[src/rtl/argb_linear_gradient_pixel_macros.svh]
// Assertion macros for the ARGB linear gradient pixel block.
// Depends on nothing; the asserting module must provide aclk and aresetn.
`ifndef ARGB_LINEAR_GRADIENT_PIXEL_MACROS_SVH
`define ARGB_LINEAR_GRADIENT_PIXEL_MACROS_SVH

// Checks a property on every rising clock edge outside reset.
`define AGP_CHECK(lbl, prop) \
    lbl: assert property (@(posedge aclk) disable iff (!aresetn) prop) \
        else $error("gradient pixel check failed");

// Checks that a condition in one cycle is followed by another in the next.
`define AGP_NEXT(lbl, pre, post) \
    `AGP_CHECK(lbl, (pre) |=> (post))

`endif

[src/rtl/agp_pkg.sv]
// Shared constants, register codes and pipeline stage types of the gradient pixel block.
// Depends on nothing.
`timescale 1ns / 1ps
package agp_pkg;

    localparam int MAX_LENGTH = 4096;
    localparam int LEN_W      = 13;
    localparam int IDX_W      = 12;
    localparam int COLOR_W    = 32;
    localparam int DEN_W      = $clog2(8 * MAX_LENGTH);
    localparam int TOT_W      = DEN_W + 8;
    localparam int DIV_STEPS  = 8;

    typedef enum logic [1:0] {
        MODE_DL  = 2'd0,
        MODE_LD  = 2'd1,
        MODE_DLD = 2'd2,
        MODE_LDL = 2'd3
    } agp_mode_t;

    typedef enum logic [2:0] {
        REG_START  = 3'd0,
        REG_END    = 3'd1,
        REG_LENGTH = 3'd2,
        REG_MODE   = 3'd3,
        REG_LIGHT  = 3'd4
    } agp_reg_t;

    typedef struct packed {
        logic [COLOR_W-1:0] start_color;
        logic [COLOR_W-1:0] end_color;
        logic [LEN_W-1:0]   length;
        agp_mode_t          mode;
        logic               light;
    } agp_cfg_t;

    typedef struct packed {
        logic               ok;
        logic [DEN_W-1:0]   num;
        logic [DEN_W-1:0]   den;
        logic [COLOR_W-1:0] cs;
        logic [COLOR_W-1:0] ce;
    } agp_front_t;

    typedef struct packed {
        logic                  ok;
        logic [DEN_W-1:0]      den;
        logic [3:0][TOT_W-1:0] rem;
        logic [3:0][7:0]       quo;
    } agp_div_t;

endpackage

[src/rtl/agp_front.sv]
// First stage: ramp position, blend fraction and end colours of one item.
// Depends on agp_pkg.
`timescale 1ns / 1ps
module agp_front
    import agp_pkg::*;
(
    input  logic             aclk,
    input  logic             aresetn,
    input  logic             adv,
    input  agp_cfg_t         cfg,
    input  logic             in_valid,
    input  logic [IDX_W-1:0] pixel_index,
    output logic             out_valid,
    output agp_front_t       out_data
);

    logic             valid_reg;
    agp_front_t       data_reg;
    agp_front_t       data_next;
    logic [LEN_W-1:0] len_c;
    logic [LEN_W:0]   len1;
    logic [LEN_W-1:0] h;
    logic [LEN_W-1:0] steps;
    logic [LEN_W-1:0] idx;
    logic [LEN_W-1:0] pos;
    logic [LEN_W-1:0] pos_c;
    logic             sym;
    logic             swap;
    logic             ok;

    always_comb begin
        len_c = ({19'd0, cfg.length} > MAX_LENGTH) ? LEN_W'(MAX_LENGTH) : cfg.length;
        idx   = LEN_W'(pixel_index);
        ok    = idx < len_c;
        sym   = (cfg.mode == MODE_DLD) || (cfg.mode == MODE_LDL);
        swap  = (cfg.mode == MODE_LD) || (cfg.mode == MODE_LDL);
        len1  = {1'b0, len_c} + 1'b1;
        h     = sym ? len1[LEN_W:1] : len_c;
        steps = (h > LEN_W'(2)) ? h - 1'b1 : LEN_W'(1);
        pos   = (idx < h) ? idx : len_c - 1'b1 - idx;
        pos_c = (pos > steps) ? steps : pos;
        data_next.ok  = ok;
        data_next.den = DEN_W'(steps) << 3;
        if (cfg.light) begin
            data_next.num = DEN_W'(steps) + (DEN_W'(pos_c) << 2) + (DEN_W'(pos_c) << 1);
        end else begin
            data_next.num = DEN_W'(pos_c) << 3;
        end
        data_next.cs = ok ? (swap ? cfg.end_color : cfg.start_color) : '0;
        data_next.ce = ok ? (swap ? cfg.start_color : cfg.end_color) : '0;
    end

    always_ff @(posedge aclk) begin
        if (!aresetn) begin
            valid_reg <= 1'b0;
        end else if (adv) begin
            valid_reg <= in_valid;
        end
        if (adv) begin
            data_reg <= data_next;
        end
    end

    assign out_valid = valid_reg;
    assign out_data  = data_reg;

endmodule

[src/rtl/agp_blend.sv]
// Second stage: weighted sum of the two end values for each of the four channels.
// Depends on agp_pkg.
`timescale 1ns / 1ps
module agp_blend
    import agp_pkg::*;
(
    input  logic       aclk,
    input  logic       aresetn,
    input  logic       adv,
    input  logic       in_valid,
    input  agp_front_t in_data,
    output logic       out_valid,
    output agp_div_t   out_data
);

    logic       valid_reg;
    agp_div_t   data_reg;
    agp_div_t   data_next;
    logic [DEN_W-1:0] inv;

    always_comb begin
        inv = in_data.den - in_data.num;
        data_next.ok  = in_data.ok;
        data_next.den = in_data.den;
        data_next.quo = '0;
        for (int k = 0; k < 4; k++) begin
            data_next.rem[k] = TOT_W'(in_data.cs[8*k +: 8]) * TOT_W'(inv)
                             + TOT_W'(in_data.ce[8*k +: 8]) * TOT_W'(in_data.num);
        end
    end

    always_ff @(posedge aclk) begin
        if (!aresetn) begin
            valid_reg <= 1'b0;
        end else if (adv) begin
            valid_reg <= in_valid;
        end
        if (adv) begin
            data_reg <= data_next;
        end
    end

    assign out_valid = valid_reg;
    assign out_data  = data_reg;

endmodule

[src/rtl/agp_divstep.sv]
// One restoring division stage: yields one quotient bit for each of the four channels.
// Depends on agp_pkg.
`timescale 1ns / 1ps
module agp_divstep
    import agp_pkg::*;
(
    input  logic       aclk,
    input  logic       aresetn,
    input  logic       adv,
    input  logic [2:0] step_bit,
    input  logic       in_valid,
    input  agp_div_t   in_data,
    output logic       out_valid,
    output agp_div_t   out_data
);

    logic             valid_reg;
    agp_div_t         data_reg;
    agp_div_t         data_next;
    logic [TOT_W-1:0] trial;

    always_comb begin
        trial     = TOT_W'(in_data.den) << step_bit;
        data_next = in_data;
        for (int k = 0; k < 4; k++) begin
            if (in_data.rem[k] >= trial) begin
                data_next.rem[k]           = in_data.rem[k] - trial;
                data_next.quo[k][step_bit] = 1'b1;
            end
        end
    end

    always_ff @(posedge aclk) begin
        if (!aresetn) begin
            valid_reg <= 1'b0;
        end else if (adv) begin
            valid_reg <= in_valid;
        end
        if (adv) begin
            data_reg <= data_next;
        end
    end

    assign out_valid = valid_reg;
    assign out_data  = data_reg;

endmodule

[src/rtl/argb_linear_gradient_pixel.sv]
// ARGB8888 linear gradient pixel generator: one colour per pixel index.
// One item per cycle while the output is not stalled (m_tvalid high with m_tready low).
// The rate is set by a ten-stage pipeline: front end, channel blend and eight division stages.
// A stall freezes every stage at once, so nothing is lost or repeated.
// Synchronous active-low reset clears the stage valid bits and returns the configuration registers to reset values.
`timescale 1ns / 1ps
`include "argb_linear_gradient_pixel_macros.svh"
module argb_linear_gradient_pixel
    import agp_pkg::*;
(
    input  logic        aclk,
    input  logic        aresetn,
    input  logic        psel,
    input  logic        penable,
    input  logic        pwrite,
    input  logic [4:0]  paddr,
    input  logic [31:0] pwdata,
    output logic [31:0] prdata,
    output logic        pready,
    input  logic        s_tvalid,
    output logic        s_tready,
    input  logic [15:0] s_tdata,  // pixel_index [11:0], zero fill [15:12]
    output logic        m_tvalid,
    input  logic        m_tready,
    output logic [31:0] m_tdata,  // pixel_color [31:0]
    output logic        m_tuser   // index_valid [0]
);

    agp_cfg_t   cfg_reg;
    logic       adv;
    logic       front_v;
    agp_front_t front_d;
    logic       blend_v;
    logic       div_v [0:DIV_STEPS];
    agp_div_t   div_d [0:DIV_STEPS];
    agp_reg_t   reg_sel;

    assign pready  = 1'b1;
    assign reg_sel = agp_reg_t'(paddr[4:2]);

    always_ff @(posedge aclk) begin
        if (!aresetn) begin
            cfg_reg.start_color <= '0;
            cfg_reg.end_color   <= '0;
            cfg_reg.length      <= LEN_W'(1);
            cfg_reg.mode        <= MODE_DL;
            cfg_reg.light       <= 1'b0;
        end else if (psel && penable && pwrite && pready) begin
            case (reg_sel)
                REG_START:  cfg_reg.start_color <= pwdata;
                REG_END:    cfg_reg.end_color   <= pwdata;
                REG_LENGTH: cfg_reg.length      <= pwdata[LEN_W-1:0];
                REG_MODE:   cfg_reg.mode        <= agp_mode_t'(pwdata[1:0]);
                REG_LIGHT:  cfg_reg.light       <= pwdata[0];
                default: ;
            endcase
        end
    end

    always_comb begin
        case (reg_sel)
            REG_START:  prdata = cfg_reg.start_color;
            REG_END:    prdata = cfg_reg.end_color;
            REG_LENGTH: prdata = 32'(cfg_reg.length);
            REG_MODE:   prdata = 32'(cfg_reg.mode);
            REG_LIGHT:  prdata = 32'(cfg_reg.light);
            default:    prdata = '0;
        endcase
    end

    assign adv      = !m_tvalid || m_tready;
    assign s_tready = adv;

    agp_front u_front (
        .aclk        (aclk),
        .aresetn     (aresetn),
        .adv         (adv),
        .cfg         (cfg_reg),
        .in_valid    (s_tvalid),
        .pixel_index (s_tdata[IDX_W-1:0]),
        .out_valid   (front_v),
        .out_data    (front_d)
    );

    agp_blend u_blend (
        .aclk      (aclk),
        .aresetn   (aresetn),
        .adv       (adv),
        .in_valid  (front_v),
        .in_data   (front_d),
        .out_valid (blend_v),
        .out_data  (div_d[0])
    );

    assign div_v[0] = blend_v;

    for (genvar g = 0; g < DIV_STEPS; g++) begin : g_div
        agp_divstep u_step (
            .aclk      (aclk),
            .aresetn   (aresetn),
            .adv       (adv),
            .step_bit  (3'(DIV_STEPS - 1 - g)),
            .in_valid  (div_v[g]),
            .in_data   (div_d[g]),
            .out_valid (div_v[g+1]),
            .out_data  (div_d[g+1])
        );
    end

    assign m_tvalid = div_v[DIV_STEPS];
    assign m_tdata  = div_d[DIV_STEPS].quo;
    assign m_tuser  = div_d[DIV_STEPS].ok;

    `AGP_CHECK(a_zero_when_out_of_range, m_tvalid && !m_tuser |-> m_tdata == '0)
    `AGP_NEXT(a_front_to_blend, adv && front_v, blend_v)
    `AGP_NEXT(a_last_to_output, adv && div_v[DIV_STEPS-1], m_tvalid)

endmodule
[config.mk]
export PLATFORM = sky130hd
export DESIGN_NAME = argb_linear_gradient_pixel
export DESIGN_NICKNAME = d
export VERILOG_FILES = /design/src/rtl/agp_pkg.sv /design/src/rtl/agp_front.sv /design/src/rtl/agp_blend.sv /design/src/rtl/agp_divstep.sv /design/src/rtl/argb_linear_gradient_pixel.sv
export VERILOG_INCLUDE_DIRS = /design/src /design/src/rtl
export SDC_FILE = /design/constraint.sdc
export NUM_CORES = 2
export LEC_CHECK = 0
export ABC_AREA = 1
export BUFFER_PORTS_ARGS = -buffer_cell sky130_fd_sc_hd__buf_2
export CAP_MARGIN = 20
export CORE_MARGIN = 8
export CORE_UTILIZATION = 55
export DETAILED_ROUTE_END_ITERATION = 8
export PLACE_DENSITY = 0.68
export SYNTH_ARGS = -nofsm -noshare
export SYNTH_HDL_FRONTEND = slang
export SYNTH_SLANG_ARGS = --single-unit
[constraint.sdc]
create_clock -name aclk -period 17.9 [get_ports aclk]
set_input_delay 0.895 -clock aclk [delete_from_list [all_inputs] [get_ports aclk]]
set_output_delay 0.895 -clock aclk [all_outputs]
set_load 0.01 [all_outputs]
# ---- Word-level counts from Yosys, hierarchy flattened
# Index checks and enable logic that the tools add are counted.
dict set report classes {
  n_mul 8
  reduce_logical 12
  magnitude_cmp 37
  n_addsub 39
  n_mux 37
  n_eq_ne 7
}
# cell n
set ops {}
lappend ops {{23-bit two-way mux} 28}
lappend ops {{8-bit by 15-bit multiplier with 23-bit output} 8}
lappend ops {{32-bit one-hot mux with 5 select lines} 1}
lappend ops {{23-bit adder} 4}
lappend ops {{23-bit by 15-bit greater-or-equal comparator with 1-bit output} 4}
lappend ops {{23-bit by 16-bit greater-or-equal comparator with 1-bit output} 4}
lappend ops {{23-bit by 17-bit greater-or-equal comparator with 1-bit output} 4}
lappend ops {{23-bit by 18-bit greater-or-equal comparator with 1-bit output} 4}
lappend ops {{23-bit by 19-bit greater-or-equal comparator with 1-bit output} 4}
lappend ops {{23-bit by 20-bit greater-or-equal comparator with 1-bit output} 4}
lappend ops {{23-bit by 21-bit greater-or-equal comparator with 1-bit output} 4}
lappend ops {{23-bit by 22-bit greater-or-equal comparator with 1-bit output} 4}
lappend ops {{23-bit by 16-bit subtractor with 23-bit output} 4}
lappend ops {{23-bit by 17-bit subtractor with 23-bit output} 4}
lappend ops {{23-bit by 18-bit subtractor with 23-bit output} 4}
lappend ops {{23-bit by 19-bit subtractor with 23-bit output} 4}
lappend ops {{23-bit by 20-bit subtractor with 23-bit output} 4}
lappend ops {{23-bit by 21-bit subtractor with 23-bit output} 4}
lappend ops {{23-bit by 22-bit subtractor with 23-bit output} 4}
lappend ops {{13-bit two-way mux} 5}
lappend ops {{32-bit two-way mux} 2}
lappend ops {{12-bit by 13-bit less-than comparator with 1-bit output} 2}
lappend ops {{13-bit by 1-bit subtractor with 13-bit output, second input constant} 2}
lappend ops {{13-bit by 15-bit adder with 15-bit output} 1}
lappend ops {{18 further kinds} 27}
dict set report totals {
  in_bits 60
  out_inout_bits 68
  regBits 1279
  elab_cells 274
}

# ---- Longest topological paths before layout
dict set report depth {
  ltp_word 11
  ltp_mapped 53
  depth_no_buf 50
}

# ---- Modules after synthesis
# From an unflattened synthesis, not the netlist that was laid out.
dict set report unflattened {
  cells_unflattened 22229
  hier_area_um2 153508.5
}
# module seq_area_each_um2 cells_each instances area_per_inst_um2
set by_module_without_submodules {}
lappend by_module_without_submodules {{agp_divstep (g_div[0].u_step ...)} 4224.1 1988 6 13106.3}
lappend by_module_without_submodules {agp_blend 3263.1 4800 1 37208.2}
lappend by_module_without_submodules {{agp_divstep (g_div[6].u_step)} 4224.1 1988 1 13048.8}
lappend by_module_without_submodules {{agp_divstep (g_div[7].u_step)} 4224.1 1968 1 13037.5}
lappend by_module_without_submodules {agp_front 2782.7 928 1 7405.9}
lappend by_module_without_submodules {argb_linear_gradient_pixel 1601.5 617 1 4170.2}

# ---- Worst setup path after synthesis
# Ideal clock, no wire load.
dict set report synth_timing {
  path_type {input-to-reg}
  start {input m_tready}
  end {register g_div[0].u_step.data_reg, in the netlist g_div[0].u_step.out_data[100], enable pin}
  arrival_time_ns 12.474
  slack_ns 4.482
  setup_time_ns 0.944
  n_path_buf 0
  required_time_ns 16.956
  cell_stages 2
  path_cell_list {nor2_1 inv_2}
}
dict set report synth_via {
  elab_chain_cells 1
}
# item line_no
set synth_lines {}
lappend synth_lines {{start, declared} argb_linear_gradient_pixel.sv:24} ;# input logic m_tready,
lappend synth_lines {{1-bit logical OR} argb_linear_gradient_pixel.sv:71} ;# assign adv = !m_tvalid || m_tready;
lappend synth_lines {{net s_tready} argb_linear_gradient_pixel.sv:21} ;# output logic s_tready,
lappend synth_lines {{end signal, assigned} agp_divstep.sv:40} ;# data_reg <= data_next;
lappend synth_lines {{end, declared} agp_divstep.sv:18} ;# agp_div_t data_reg;
# The timed path passes the listed nets, and every way through them passes these cells.
# A chain may end at the register's enable or synchronous reset.

==> flow_summary.json <==
{
  "status": "completed",
  "critPathLaunchType": "flip-flop",
  "first_iter_violations": 4425,
  "cp.arrival_ns": 9.99,
  "hold_viol_final": 0,
  "pre_cts_slack_ns": 8.584,
  "start_util": 0.5542,
  "irDropWorstVdd_mv": 0.09987,
  "htree_num_levels": 4,
  "layout_common_cells": "nand2_1 (1854), inv_1 (1772), edfxtp_1 (1077), fa_1 (816), ha_1 (734)",
  "coreArea_sq_um": 167400,
  "routedWlPerCell_microns": 19.55,
  "finalWirelength_mm": 237.2,
  "synth-edff-count": 1077,
  "gp_congestion": 0.9440,
  "rr_startpoint": "u_front.out_data[83]",
  "largest_register_ffs": 880,
  "cts.sinks": 1167,
  "whs_path_depth": 3,
  "synthArstFlopShare": 0,
  "post_cts_buffers": 0,
  "syn_to_final_growth_pct": 7.748,
  "worst_slew_pin_slew_ns": 1.101,
  "max_stage_delay_ns": 0.57,
  "track_usage": 0.2624,
  "nets": 11430,
  "crit_type": "reg -> reg",
  "rsz0062_at_grt": "false",
  "cpMostUsedCell": "nand2_1",
  "synthCells": 9807,
  "min_path_type": "in -> reg",
  "clock_skew_ns": 0.03919,
  "path_max_fanout": 33,
  "drtAntennaViolNets": 0,
  "ys_types": 75,
  "drive_above_1_share": 0.05112,
  "die_x_microns": 426.7,
  "io_buffers": 120,
  "io-pin-count": 128,
  "worst_slack_ns": 8.448,
  "syn_area_sq_um": 92790,
  "cts_root_buf": "clkbuf_16",
  "drc": 0,
  "place_hpwl_mm": 189.9,
  "drt_first_pass_iters": 6,
  "max_cap_viol_count": 0,
  "period_minus_slack_ns": 9.452,
  "synth_top_area_frac": 0.3486,
  "die_h_microns": 426.7,
  "fin_util": 0.5972,
  "slew_violations": 0,
  "clk-insertion-delay-late_ns": 0.79,
  "fin_setup_tns_ns": 0,
  "grt_pass1_wl_mm": 372.0,
  "worst_r2r_path_depth": 40,
  "setup_violations": 0,
  "p_per_area_nw_per_um2": 126.8,
  "cpMaxStageDelayCell": "fa_1",
  "p_leak_uw": 0.04468,
  "antenna_found_initial": 11,
  "grt_overflow_total": 0,
  "final_common_cell": "nand2_1",
  "synth_area_leaders": "edfxtp_1 (35%), fa_1 (18%), ha_1 (9.9%)",
  "syn_nets": 11420,
  "tritoncts": "done",
  "yosys_warnings": 0,
  "finalCritPeriodShare": 0.5281,
  "cts-resized-gates": 0,
  "hold_buffers": 0,
  "vias": 66130,
  "clkSlewWorstSetupHoldPaths_ns": 0.06,
  "critPathCaptureType": "flip-flop",
  "avgViaCountPerCell": 5.452,
  "dieArea_sq_um": 182100,
  "cts_made_buffers": 133,
  "fp-row-count": 150,
  "slew_headroom": 0.2663,
  "placed_area_sq_um": 95350,
  "grt_pass1_vias": 67780,
  "yosysSeqAreaShare": 0.3680,
  "synth_ff_type": "edfxtp_1",
  "startpoint": "u_front.out_data[83]",
  "ys_ff_latch": 1167,
  "syn_area_per_cell_sq_um": 9.461,
  "grt_start_max_net_pins": 204,
  "fmaxAchievable_ghz": 0.1058,
  "design_area_sq_um": 99970,
  "min_from": "s_tvalid",
  "synth_top_cell_by_area": "edfxtp_1",
  "cts.path.max_buffers": 3,
  "crit_required_ns": 18.44
}
==> path summary, 6_finish.rpt <==
check / end / slack, ns
setup / recovery: u_blend.out_data[53] / 8.45
hold / removal: u_front.out_valid / 0.37
setup reg to reg: u_blend.out_data[53] / 8.45
hold reg to reg: g_div[2].u_step.out_data[14] / 0.41
==> layout make-up <==
| type | instances | area (sq um) |
|---|---|---|
| repair buffers | 194 | 1209 |
| diodes | 8 | 20.02 |
| clock inverters | 83 | 1139 |
| inverters | 1799 | 6760 |
| flip-flops and latches | 1167 | 34150 |
| fillers | 14130 | 67440 |
| clock buffers | 154 | 3428 |
| well taps | 2204 | 2758 |
| multi-input cells | 6521 | 50510 |
==> power by group <==
| group | internal [uW] | leakage (uW) | switching (uW) | total, uW |
|---|---|---|---|---|
| clock | 1660 | 0.00218 | 1150 | 2810 |
| sequential | 4100 | 0.0127 | 467 | 4560 |
| combinational | 2040 | 0.0298 | 3270 | 5310 |
| total | 7790 | 0.0447 | 4890 | 12700 |
==> cells by family after synthesis <==
family / synth area share
buf+inv: 0.08798
fa+ha+maj: 0.2750
xor+xnor: 0.04473
flops: 0.3680
mux: 0.0002427
compound gates: 0.08672
other cells: 0.00004042
simple gates: 0.1373
==> cells in the mapped netlist, types with 21 or more instances <==
master       n
nand2_1   1854
inv_1     1773
edfxtp_1  1077
fa_1       816
ha_1       734
a21oi_1    647
nor2_1     593
o21ai_0    480
xor2_1     272
clkbuf_1   246
nand3_1    227
xnor2_1    200
dfxtp_1     90
nor4_1      88
nand4_1     87
nor3_1      75
a211oi_1    73
o21bai_1    38
buf_4       36
o22ai_1     27
buf_2       25
or2_2       25
nand2_2     22
o21ai_1     21
==> worst max-delay path: cells and delay by family (launching register included) <==
| kind | cells | cell delay (ns) |
|---|---|---|
| xor+xnor | 1 | 0.36 |
| fa+ha+maj | 8 | 3.79 |
| compound gates | 11 | 2.31 |
| flops | 1 | 0.32 |
| buf+inv | 7 | 1.38 |
| simple gates | 13 | 1.01 |
==> metal layers <==
metal  up-vias  part of all wire  GRT usage
li1      31890                 -          -
met1     31530              0.37     0.2924
met2      2014              0.50     0.4673
met3       689             0.051    0.03936
met4         2             0.078     0.1697
met5         -          0.000038          0
==> through the flow <==
stage / std cells / total power [uW] / hold slack (ns)
finish: 12130 / 12680 / 0.3674
global route: 12130 / 13610 / 0.3520
CTS: 12120 / 12720 / 0.3135
detailed placement: 11880 / 9870 / 0.4045
global placement: 11880 / 9740 / 0.4011
floorplan: 9807 / 8436 / 0.4003
(Power assumes the default switching activity.)
